--- config.mk ---
export PLATFORM = sky130hd
export DESIGN_NAME = ipcpd_ctrl
export DESIGN_NICKNAME = d
export VERILOG_FILES = /design/src/rtl/core/ipcpd_pkg.sv /design/src/rtl/core/ipcpd_ctrl.sv
export SDC_FILE = /design/constraint.sdc
export NUM_CORES = 1
export LEC_CHECK = 0
export BUFFER_PORTS_ARGS = -buffer_cell sky130_fd_sc_hd__buf_4
export CORE_AREA = 4 4 41 43
export CTS_CLUSTER_DIAMETER = 200
export DETAILED_ROUTE_END_ITERATION = 8
export DIE_AREA = 0 0 45 47
export GPL_TIMING_DRIVEN = 0
export PLACE_DENSITY_LB_ADDON = 0.1
export SYNTH_ARGS = -nofsm -noshare
export SYNTH_HDL_FRONTEND = slang
export SYNTH_SLANG_ARGS = --single-unit
--- constraint.sdc ---
create_clock -name clk -period 1.29 [get_ports clk]
set_clock_uncertainty 0.15 [all_clocks]
set_input_delay 0.0645 -clock clk [delete_from_list [all_inputs] [get_ports clk]]
set_output_delay 0.0645 -clock clk [all_outputs]
set_load 0.01 [all_outputs]
--- src/rtl/core/ipcpd_pkg.sv ---
// Package for the inverse Park/Clarke PWM duty block.
// Holds pipeline stage indices, fixed-point constants and the pipeline control type.
// No dependencies.
`default_nettype none

package ipcpd_pkg;

  localparam int NumStages   = 10;
  localparam int SineStages  = 5;

  localparam int StgIn    = 0;
  localparam int StgSine  = 1;
  localparam int StgProd  = StgSine + SineStages;
  localparam int StgClamp = StgProd + 1;
  localparam int StgScale = StgClamp + 1;
  localparam int StgOut   = StgScale + 1;

  localparam logic [15:0] ThirdTurn   = 16'd21845;
  localparam logic [15:0] QuarterTurn = 16'd16384;
  localparam logic [14:0] QuadSpan    = 15'd16384;

  localparam logic [15:0] PolyC1 = 16'd51472;
  localparam logic [14:0] PolyC2 = 15'd21024;
  localparam logic [11:0] PolyC3 = 12'd2320;
  localparam logic [16:0] SineMax = 17'd32768;

  localparam logic [26:0] VmaxQ23    = 27'd100663296;
  localparam logic [6:0]  ScaleNum   = 7'd125;
  localparam logic [15:0] Recip3     = 16'd43691;
  localparam logic [10:0] DutyOffset = 11'd500;
  localparam logic [10:0] DutyMin    = 11'd500;
  localparam logic [10:0] DutyMax    = 11'd1500;

  typedef struct packed {
    logic [NumStages-1:0] en;
  } pipe_ctrl_t;

endpackage

`default_nettype wire

--- src/rtl/core/ipcpd_ctrl.sv ---
// Pipeline control for the inverse Park/Clarke PWM duty block.
// Tracks a valid bit per stage and lets bubbles collapse; uses ipcpd_pkg.
`default_nettype none

module ipcpd_ctrl
  import ipcpd_pkg::*;
(
  input  wire logic       clk,
  input  wire logic       rst,
  input  wire logic       s_tvalid,
  output logic            s_tready,
  output logic            m_tvalid,
  input  wire logic       m_tready,
  output pipe_ctrl_t      ctrl
);

  logic [NumStages-1:0] valid;

  always_comb begin
    ctrl.en[NumStages-1] = ~valid[NumStages-1] | m_tready;
    for (int k = NumStages - 2; k >= 0; k--) begin
      ctrl.en[k] = ~valid[k] | ctrl.en[k+1];
    end
  end

  always_ff @(posedge clk) begin
    if (rst) begin
      valid <= '0;
    end else begin
      if (ctrl.en[0]) begin
        valid[0] <= s_tvalid;
      end
      for (int k = 1; k < NumStages; k++) begin
        if (ctrl.en[k]) begin
          valid[k] <= valid[k-1];
        end
      end
    end
  end

  assign s_tready = ctrl.en[0];
  assign m_tvalid = valid[NumStages-1];

endmodule

`default_nettype wire

==> key figures <==
Outcome
  – Status: complete, but fails checks
  – Violated checks: hold timing, setup timing

Place
  – Count of buffers inserted at the top-level ports: 15
  – Worst slack, placed: -0.297 ns
  – Post-detailed-placement half-perimeter wirelength: roughly 640 µm
  – Routability Congestion: approximately 0.67

Floorplanning
  – Width of the die: around 45 µm
  – Core area: approximately 1300 µm²
  – Die height: ~47 µm
  – Count of boundary I/O pins: 16
  – Standard-cell rows: 13
  – Area of the die: 2120 µm²
  – Initial core utilization: 0.314

Clock network
  – Clock sink count: 10
  – Clock transition at path regs: about 0.07 ns
  – Buffer cell driving the clock tree root: sky130_fd_sc_hd__clkbuf_4
  – Largest buffer count on any clock path: 2
  – Number of buffers inserted by hold repair at cts: 2
  – Clock Latency Late Sink: between 0.2 and 0.3 ns
  – Num CTS Buffers: 3
  – TritonCTS clock tree: done
  – Number of levels in the clock H-tree: 1

Synthesis
  – #FFs+latches synth: 10
  – Syn_nets: 52
  – Post-Synth XOR/XNOR Area: 0
  – Count of mapped cells out of synthesis: 48
  – Share of cell area taken by muxes after synthesis: 0
  – Warnings, synthesis: 0
  – Fraction of post-synthesis cell area in the top cell type by area: 0.489
  – Dominant combinational cell family by area after synthesis: simple AND/OR/NAND/NOR gates
  – Cell type with the largest total area after synthesis: sky130_fd_sc_hd__dfxtp_1
  – Adder-cell share of the synthesized area: 0
  – Number of distinct library cell variants in the gate-level netlist after synthesis: 19
  – Avg Cell Area, Syn: around 8.5 µm²
  – Synth Area in Simple Gates: 0.278
  – Sequential share of the synthesized area: 0.489
  – Summed instance area of the synthesized netlist: 409 µm²
  – Compound-cell area share of the yosys netlist: 0.113
  – Dominant cells by area after synthesis: sky130_fd_sc_hd__dfxtp_1 (49%), sky130_fd_sc_hd__a21oi_1 (7.3%), sky130_fd_sc_hd__inv_1 (6.4%)

Worst setup path
  – Cell repeated most along the worst path: sky130_fd_sc_hd__buf_6
  – Worst endpoint data arrival time: approximately 1.5 ns
  – Crit Path Class: reg -> out
  – Crit path depth: 5
  – Top cell family by delay on the critical path: simple AND/OR/NAND/NOR gates
  – Crit start category: flip-flop
  – Cell breakdown of the critical path: and4b_2 -> nand3_4 -> or3_4 -> buf_6 -> buf_6
  – Worst path required time: between 1 and 1.5 ns
  – CP max-delay cell: sky130_fd_sc_hd__or3_4
  – Buffering stage count on the worst path with inverters included: 2
  – Register-to-Register Path Depth: 7
  – Max incr delay on CP: about 0.35 ns
  – Crit-path max FO: 2
  – Category of the worst setup path capture point: output port

Flow run
  – MaxCap Viol Count: 0

Layout
  – Most flops, register: valid
  – Number of flip-flops under the largest register name: 10
  – Layout overhead on the synthesized area: 84.1%
  – Post-layout net count: slightly above 80
  – Fraction of layout cells with a size suffix above 1: 0.628
  – Combined area of the multi-input logic cells: between 200 and 250 µm²
  – Storage cell area: 205 µm²
  – Diodes inserted: 0
  – Filler instances: 127
  – Largest registers: valid: 10 flops

Timing
  – Max Fclk: 0.569 GHz
  – RSZ-0062 raised after global routing: true
  – Fraction of the cycle the final worst path needs: 1.36
  – Worst-case headroom to the max-slew limit: 0.800
  – Min setup slack post-route: -0.467 ns
  – Final Hold Vio Count: 2
  – Slew at the pin closest to its max-slew limit: about 0.30 ns
  – Final hold slack: -0.0509 ns
  – Total negative slack: -3.67 ns
  – Max-slew violations: 0
  – Post-layout minimum cycle time: roughly 1.8 ns
  – Setup violation total in the final timing report: 15

Global routing
  – Total congestion overflow: 0
  – Vias in the first global route: approximately 430
  – Wire length of the first global-routing pass: around 1.8 mm
  – Largest net degree at the start of global routing: 11
  – Number of antenna violations at the first check in global routing: 0
  – Total Routing Usage GR: 0.116

Pwr
  – Pwr dens: approximately 840 nW/µm²
  – IR Drop Worst-Case VDD: roughly 710 µV
  – Total chip power: about 630 µW
  – Cell leakage power: 0.000304 µW

Worst hold path
  – Path category of the worst min-delay check: in -> reg
  – Hold-critical path depth: 4

Drt
  – Detailed-router iteration count before antenna repair: 2
  – WL final: 1.07 mm
  – Detailed-route vias per instance: 4.61
  – Wire length per cell after detailed routing: 11.5 µm
  – ANT nets after route: 0
  – Drt initial violations: 1
  – Post-route DRC: 0
  – Total number of vias: about 430
==> cells in the mapped netlist <==
cell type                  count
sky130_fd_sc_hd__o31ai_1       1
sky130_fd_sc_hd__nand3_4       1
sky130_fd_sc_hd__and4b_1       1
sky130_fd_sc_hd__dfxtp_1      10
sky130_fd_sc_hd__nor2b_1       1
sky130_fd_sc_hd__buf_6         1
sky130_fd_sc_hd__buf_4         1
sky130_fd_sc_hd__or3_1         1
sky130_fd_sc_hd__nand4_1       2
sky130_fd_sc_hd__inv_1         7
sky130_fd_sc_hd__nand2_1       4
sky130_fd_sc_hd__or2_2         1
sky130_fd_sc_hd__nor2_1        6
sky130_fd_sc_hd__clkbuf_1      1
sky130_fd_sc_hd__nand3_1       1
sky130_fd_sc_hd__o32ai_1       1
sky130_fd_sc_hd__nand2b_1      1
sky130_fd_sc_hd__a21oi_1       6
sky130_fd_sc_hd__and3_1        1
==> cells in the final DEF (no fill, tap or decap), drive strengths merged, types with 2 or more instances in the layout <==
cell / n
nor2: 6
buf: 27
nand2: 4
a21oi: 6
dlygate4sd3: 2
nand4: 2
clkbuf: 4
dfxtp: 10
nand3: 2
inv: 7
==> metrics by stage <==
stage	util	area (µm²)	hold slack (ns)	cells
2_1_floorplan	-	420	0.0503	48
3_3_place_gp	0.424	552	0.139	78
3_5_place_dp	0.424	552	0.150	78
4_1_cts	0.560	728	-0.0309	95
5_1_grt	0.579	753	-0.0118	93
6_report	0.579	753	-0.0509	93
==> report_power, final <==
| part | switching, µW | internal, µW |
|---|---|---|
| sequential | 3.14 | 313 |
| clock | 116 | 172 |
| combinational | 13.0 | 15.1 |
| total | 133 | 500 |
==> final cells by class <==
cell class	instances	share of cell area
Timing Repair Buffer	28	0.336
Multi-Input combinational cell	28	0.269
Tap cell	15	0.0249
Inverter	7	0.0349
Clock buffer	4	0.0482
Buffer	1	0.0150
Sequential cell	10	0.272
==> per-layer routing <==
| layer | track usage | wire (µm) | share of wire | vias up |
|---|---|---|---|---|
| met1 | 0.120 | 428 | 0.40 | 195 |
| met3 | 0.0613 | 86 | 0.081 | 2 |
| li1 | - | - | - | 218 |
| met5 | 0 | 0 | 0 | - |
| met2 | 0.212 | 540 | 0.51 | 14 |
| met4 | 0.0175 | 12 | 0.011 | 0 |
==> path summary, 6_finish.rpt <==
check / from / end / slack [ns]
min reg2reg: valid[3] / valid[4] / 0.30
min: m_tready / valid[9] / -0.05
max: valid[7] / ctrl[0] / -0.47
max reg2reg: valid[7] / valid[2] / -0.27
==> cell families after synthesis <==
logic type | Yosys count
AOI/OAI and AO/OA | 8
buffers and inverters | 10
DFF | 10
and+or+nand+nor | 20
==> timing repair <==
action / in CTS / in global routing
endpoints found under the hold margin: 3 / 1
gates resized for setup: 11 / 17
endpoints found under the setup margin: 10 / 19
setup buffers: 11 / 3
pin swaps: 5 / 7
==> worst register-to-register path: stages (launching register included) <==
cell                      delay, ns
sky130_fd_sc_hd__dfxtp_2       0.33
sky130_fd_sc_hd__and4b_2       0.27
sky130_fd_sc_hd__buf_4         0.12
sky130_fd_sc_hd__buf_6         0.11
sky130_fd_sc_hd__nand4_1       0.12
sky130_fd_sc_hd__buf_4         0.17
sky130_fd_sc_hd__buf_4         0.12
sky130_fd_sc_hd__a21oi_2       0.10
(Power assumes the default switching activity.)
