[src/rtl/core/ipcpd_pkg.sv]
// Package for the inverse Park/Clarke PWM duty block.
// Holds pipeline stage indices, fixed-point constants and the pipeline control type.
// No dependencies.
`default_nettype none

package ipcpd_pkg;

  localparam int NumStages   = 10;
  localparam int SineStages  = 5;

  localparam int StgIn    = 0;
  localparam int StgSine  = 1;
  localparam int StgProd  = StgSine + SineStages;
  localparam int StgClamp = StgProd + 1;
  localparam int StgScale = StgClamp + 1;
  localparam int StgOut   = StgScale + 1;

  localparam logic [15:0] ThirdTurn   = 16'd21845;
  localparam logic [15:0] QuarterTurn = 16'd16384;
  localparam logic [14:0] QuadSpan    = 15'd16384;

  localparam logic [15:0] PolyC1 = 16'd51472;
  localparam logic [14:0] PolyC2 = 15'd21024;
  localparam logic [11:0] PolyC3 = 12'd2320;
  localparam logic [16:0] SineMax = 17'd32768;

  localparam logic [26:0] VmaxQ23    = 27'd100663296;
  localparam logic [6:0]  ScaleNum   = 7'd125;
  localparam logic [15:0] Recip3     = 16'd43691;
  localparam logic [10:0] DutyOffset = 11'd500;
  localparam logic [10:0] DutyMin    = 11'd500;
  localparam logic [10:0] DutyMax    = 11'd1500;

  typedef struct packed {
    logic [NumStages-1:0] en;
  } pipe_ctrl_t;

endpackage

`default_nettype wire

[src/rtl/core/ipcpd_sine.sv]
// Five-stage sine evaluator: quantized angle, quarter-wave odd polynomial, sign.
// Result is signed Q1.15 in -32768..32768; uses ipcpd_pkg.
`default_nettype none

module ipcpd_sine
  import ipcpd_pkg::*;
#(
  parameter int SINE_TABLE_BITS = 10
)
(
  input  wire logic                  clk,
  input  wire logic [SineStages-1:0] en,
  input  wire logic [15:0]           ang,
  output logic signed [16:0]         sine
);

  localparam int Drop = 16 - SINE_TABLE_BITS;

  logic [15:0] qa;
  logic [14:0] r_mir;
  logic [15:0] x_a;
  logic        neg_a;

  logic [31:0] xx;
  logic [15:0] x_b;
  logic [15:0] x2_b;
  logic        neg_b;

  logic [27:0] t_mul;
  logic [15:0] x_c;
  logic [15:0] x2_c;
  logic [14:0] inner_c;
  logic        neg_c;

  logic [30:0] p_mul;
  logic [15:0] x_d;
  logic [14:0] p_d;
  logic        neg_d;

  logic [15:0] f_e;
  logic [31:0] s_mul;
  logic [16:0] s_lim;

  assign qa    = (ang >> Drop) << Drop;
  assign r_mir = qa[14] ? (QuadSpan - {1'b0, qa[13:0]}) : {1'b0, qa[13:0]};
  assign xx    = 32'(x_a) * 32'(x_a);
  assign t_mul = 28'(x2_b) * 28'(PolyC3);
  assign p_mul = 31'(x2_c) * 31'(inner_c);
  assign f_e   = PolyC1 - {1'b0, p_d};
  assign s_mul = 32'(x_d) * 32'(f_e);
  assign s_lim = (s_mul[31:15] > SineMax) ? SineMax : s_mul[31:15];

  always_ff @(posedge clk) begin
    if (en[0]) begin
      x_a   <= {r_mir, 1'b0};
      neg_a <= qa[15];
    end
    if (en[1]) begin
      x_b   <= x_a;
      x2_b  <= xx[30:15];
      neg_b <= neg_a;
    end
    if (en[2]) begin
      x_c     <= x_b;
      x2_c    <= x2_b;
      inner_c <= PolyC2 - {3'b000, t_mul[26:15]};
      neg_c   <= neg_b;
    end
    if (en[3]) begin
      x_d   <= x_c;
      p_d   <= p_mul[29:15];
      neg_d <= neg_c;
    end
    if (en[4]) begin
      sine <= neg_d ? -$signed(s_lim) : $signed(s_lim);
    end
  end

endmodule

`default_nettype wire

[src/rtl/core/ipcpd_phase.sv]
// One phase: sine and cosine, voltage products, clamp to 0..12 V and duty scaling.
// Instantiates ipcpd_sine twice; uses ipcpd_pkg.
`default_nettype none

module ipcpd_phase
  import ipcpd_pkg::*;
#(
  parameter int SINE_TABLE_BITS = 10
)
(
  input  wire logic               clk,
  input  wire pipe_ctrl_t         ctrl,
  input  wire logic [15:0]        ang,
  input  wire logic signed [15:0] uq,
  input  wire logic signed [15:0] ud,
  output logic [10:0]             duty
);

  logic signed [16:0] sin_q;
  logic signed [16:0] cos_q;
  logic [15:0]        ang_cos;
  logic signed [15:0] uq_pipe [SineStages];
  logic signed [15:0] ud_pipe [SineStages];

  logic signed [32:0] prod_c;
  logic signed [32:0] prod_s;
  logic signed [33:0] diff;
  logic [26:0]        volt;
  logic [33:0]        n_mul;
  logic [11:0]        m_q;
  logic [27:0]        q_mul;

  assign ang_cos = ang + QuarterTurn;

  ipcpd_sine #(
    .SINE_TABLE_BITS(SINE_TABLE_BITS)
  ) u_sin (
    .clk  (clk),
    .en   (ctrl.en[StgSine +: SineStages]),
    .ang  (ang),
    .sine (sin_q)
  );

  ipcpd_sine #(
    .SINE_TABLE_BITS(SINE_TABLE_BITS)
  ) u_cos (
    .clk  (clk),
    .en   (ctrl.en[StgSine +: SineStages]),
    .ang  (ang_cos),
    .sine (cos_q)
  );

  assign diff  = 34'(prod_c) - 34'(prod_s);
  assign n_mul = 34'(volt) * 34'(ScaleNum);
  assign q_mul = 28'(m_q) * 28'(Recip3);

  always_ff @(posedge clk) begin
    for (int k = 0; k < SineStages; k++) begin
      if (ctrl.en[StgSine + k]) begin
        if (k == 0) begin
          uq_pipe[k] <= uq;
          ud_pipe[k] <= ud;
        end else begin
          uq_pipe[k] <= uq_pipe[k-1];
          ud_pipe[k] <= ud_pipe[k-1];
        end
      end
    end
    if (ctrl.en[StgProd]) begin
      prod_c <= cos_q * ud_pipe[SineStages-1];
      prod_s <= sin_q * uq_pipe[SineStages-1];
    end
    if (ctrl.en[StgClamp]) begin
      if (diff[33]) begin
        volt <= '0;
      end else if (diff > $signed({7'b0000000, VmaxQ23})) begin
        volt <= VmaxQ23;
      end else begin
        volt <= diff[26:0];
      end
    end
    if (ctrl.en[StgScale]) begin
      m_q <= n_mul[33:22];
    end
    if (ctrl.en[StgOut]) begin
      duty <= q_mul[27:17] + DutyOffset;
    end
  end

endmodule

`default_nettype wire

[config.mk]
export PLATFORM = sky130hd
export DESIGN_NAME = ipcpd_phase
export DESIGN_NICKNAME = d
export VERILOG_FILES = /design/src/rtl/core/ipcpd_pkg.sv /design/src/rtl/core/ipcpd_sine.sv /design/src/rtl/core/ipcpd_phase.sv
export SDC_FILE = /design/constraint.sdc
export NUM_CORES = 2
export LEC_CHECK = 0
export ABC_CLOCK_PERIOD_IN_PS = 8600
export BUFFER_PORTS_ARGS = -buffer_cell sky130_fd_sc_hd__clkbuf_2
export CAP_MARGIN = 20
export CORE_MARGIN = 2
export CORE_UTILIZATION = 25
export CTS_CLUSTER_SIZE = 30
export DETAILED_ROUTE_END_ITERATION = 10
export PLACE_DENSITY = 0.49
export SLEW_MARGIN = 20
export SYNTH_ARGS = -nofsm -noshare
export SYNTH_HDL_FRONTEND = slang
export SYNTH_HIERARCHICAL = 1
export SYNTH_SLANG_ARGS = --single-unit
[constraint.sdc]
create_clock -name clk -period 8.6 [get_ports clk]
set_clock_uncertainty 0.2 [all_clocks]
set_input_delay 1.72 -clock clk [delete_from_list [all_inputs] [get_ports clk]]
set_output_delay 1.72 -clock clk [all_outputs]
set_load 0.02 [all_outputs]
==> flow_metrics.tcl <==
set metrics [dict create \
    status "finished clean" \
    crit_arrival_ns 8.64 \
    ys_seq_area_share_pct 19.6 \
    drv_cap 0 \
    routedWlPerCell_um 14.4 \
    routed_via_density 4.25 \
    dr.pass1.iters 5 \
    clockBufferDepth 3 \
    fill_cells 32300 \
    avgSynthCellArea_um2 10.2 \
    startpoint "u_sin/p_d[0]$_DFFE_PP_" \
    crit_path_start_kind "flip-flop" \
    dp_cells 11800 \
    synth-seq-cells 506 \
    num-nets-final 9991 \
    hp-class "flip-flop to flip-flop" \
    grt_pass1_vias 55200 \
    cp_max_fo 7 \
    max_stage_delay_ns 0.55 \
    initial_utilization_pct 25.1 \
    worstReg2RegEnd "u_sin/sine[14]$_DFFE_PP_" \
    yosys_warnings 6 \
    r2r_slack_ns 0.35 \
    ff2ff_path_depth 36 \
    final_hold_viol_count 0 \
    grt_pass1_wl_um 285000 \
    die_area_um2 315000 \
    rows 204 \
    finalCritPeriodShare_pct 95.9 \
    synth-main-ff-cell "edfxtp_1" \
    setup_viol 0 \
    overflow 0 \
    worstSetupPathType "flip-flop to flip-flop" \
    ys_async_sr_fraction_pct 0 \
    whs_ns 0.181 \
    grt_max_degree 67 \
    cp-end-kind "flip-flop" \
    layout.cells.non_filler 11900 \
    critPathCapture "u_sin/sine[14]$_DFFE_PP_" \
    clkLatencyLatePin_ns 0.77 \
    root_buffer "clkbuf_16" \
    tns_ns 0 \
    synthCells 7618 \
    drive_gt1_share_pct 6.90 \
    io_buffer_count 62 \
    drt_wl_total_um 171000 \
    synth_edf_count 506 \
    coreArea_um2 309000 \
    cp.depth 36 \
    design_area_um2 86900 \
    diodes 0 \
    syn_to_final_growth_pct 12.0 \
    drt_iter0_drc 1858 \
    vias 50600 \
    drc_errors 0 \
    period_needed_ns 8.25 \
    synth.cell_area_um2 77600 \
    cts_buffers 61 \
    grt_usage_pct 11.0 \
    gp_congestion 0.819 \
    clkTransAtPathRegs_ns 0.06 \
    worstReg2RegStart "u_sin/p_d[0]$_DFFE_PP_" \
    ant_nets 0 \
    place_area_um2 83600 \
    antenna_found_initial 4 \
    ys_types 116 \
    slew_viol_final 0 \
    slew_headroom_pct 31.5 \
    post-dp-hpwl_um 140000 \
    die_height_um 561 \
    ios 70 \
    path_delay_family "adder cells" \
    path_buf_inv 6 \
    cts_tree "yes" \
    die_w_um 561 \
    rsz0062_at_grt "true" \
    crit_required_ns 8.99 \
    worst_pin_slew_ns 1.03 \
    htree_levels 2 \
    cts.sinks 506 \
    critPathSlowestCell "fa_1" \
    fmaxAchievable_ghz 0.121 \
]
-- stage by stage --
stage	worst slack (ns)	utilization, %
6_report	0.350	28.1
5_1_grt	-0.0558	28.1
4_1_cts	0.0287	27.8
3_5_place_dp	-0.129	27.1
3_3_place_gp	-0.0805	27.1
2_1_floorplan	-0.0408	-
-- cell usage after synthesis, drive strengths merged (19+ instances only) --
master / instances / area (um^2)
nor3: 71 / 377
a21o: 71 / 533
fa: 1292 / 25900
o21ai: 122 / 611
nor2: 225 / 845
o31ai: 20 / 150
a21oi: 166 / 842
clkbuf: 182 / 683
xor2: 93 / 822
a211oi: 23 / 195
edfxtp: 506 / 15200
nand2: 736 / 2770
ha: 911 / 11400
or3: 28 / 180
and2: 696 / 4360
and3: 35 / 219
inv: 1645 / 6170
nand2b: 45 / 282
a31oi: 26 / 169
nor2b: 46 / 288
o21a: 37 / 278
nor4: 35 / 262
buf: 19 / 118
nand3: 55 / 275
xnor2: 196 / 1720
or2: 23 / 144
o211ai: 28 / 220
-- cells by family after synthesis --
kind of cell | count (synthesis) | share of synthesized area (%)
adder cells (fa/ha/maj) | 2203 | 48.0
AND/OR/NAND/NOR | 2074 | 13.7
buffers and inverters | 1846 | 8.99
AO/OA/AOI/OAI | 676 | 6.06
flip-flops | 506 | 19.6
XOR/XNOR | 290 | 3.30
multiplexers | 19 | 0.255
other | 4 | 0.0193
-- cell type report --
type / count / area, um^2 / share of cell area, %
well taps: 4120 / 5150 / 5.93
repair buffers: 237 / 1660 / 1.91
clock inverters: 50 / 681 / 0.783
multi-input cells: 5278 / 56500 / 65.0
flip-flops and latches: 506 / 15200 / 17.5
inverters: 1645 / 6170 / 7.11
clock buffers: 66 / 1550 / 1.78
-- cells in the final DEF, fill, tap and decap left out, types with 16 or more instances in the layout --
| cell | instances |
|---|---|
| or2_2 | 22 |
| a21o_1 | 71 |
| xor2_1 | 92 |
| o31a_1 | 17 |
| clkbuf_16 | 61 |
| or3_1 | 26 |
| clkbuf_2 | 56 |
| nand2_1 | 727 |
| inv_1 | 1643 |
| and2_1 | 691 |
| nand3_1 | 54 |
| a211oi_1 | 19 |
| o21ai_0 | 108 |
| buf_4 | 175 |
| nand2b_1 | 44 |
| nor4_1 | 28 |
| ha_1 | 868 |
| a31oi_1 | 24 |
| o21a_1 | 37 |
| edfxtp_1 | 506 |
| o31ai_1 | 18 |
| o21bai_1 | 18 |
| conb_1 | 16 |
| o211ai_1 | 26 |
| nor2b_1 | 43 |
| fa_1 | 1290 |
| xnor2_1 | 184 |
| nor3_1 | 64 |
| a211o_1 | 16 |
| ha_4 | 40 |
| nor2_1 | 217 |
| and3_1 | 34 |
| a21oi_1 | 157 |
-- per-layer routing --
layer	track usage, %	vias to the layer above	routed length [um]
met4	2.28	0	3240
met1	13.8	25700	76200
met3	1.07	156	4460
met5	0	-	0
li1	-	24200	-
met2	20.3	547	87500
-- worst min-delay path by stage --
stage / from / end / slack, ns / cells after the start
global route: u_sin/x_b[10]$_DFFE_PP_ / u_sin/x_c[10]$_DFFE_PP_ / 0.19 / 0
detailed placement: ud_pipe[0][52]$_DFFE_PP_ / ud_pipe[0][68]$_DFFE_PP_ / 0.20 / 0
CTS: u_sin/x_b[10]$_DFFE_PP_ / u_sin/x_c[10]$_DFFE_PP_ / 0.18 / 0
finish: u_sin/x_b[10]$_DFFE_PP_ / u_sin/x_c[10]$_DFFE_PP_ / 0.18 / 0
global placement: uq_pipe[0][61]$_DFFE_PP_ / uq_pipe[0][77]$_DFFE_PP_ / 0.20 / 0
floorplan: u_cos/neg_a$_DFFE_PP_ / u_cos/neg_b$_DFFE_PP_ / 0.20 / 0
-- sequential cells by signal (all words and copies together) (netlist names), 11 cells and up --
| signal | flops |
|---|---|
| ud_pipe | 80 |
| uq_pipe | 80 |
| prod_c | 33 |
| prod_s | 33 |
| volt | 27 |
| u_cos/sine | 17 |
| u_sin/sine | 17 |
| u_cos/p_d | 15 |
| u_cos/x2_b | 15 |
| u_cos/x2_c | 15 |
| u_sin/p_d | 15 |
| u_sin/x2_b | 15 |
| u_sin/x2_c | 15 |
| u_cos/inner_c | 13 |
| u_sin/inner_c | 13 |
| m_q | 12 |
| duty | 11 |
-- repair_timing --
item / CTS / global route
endpoints found under the setup margin: 10 / 17
pin swaps: 12 / 71
hold buffers: 0 / 0
buffers inserted: 1 / 15
gates resized for setup: 21 / 130
Power is left out: the tool's default activity adds up to more than one toggle a clock period on the data nets, which glitch-free logic cannot reach.
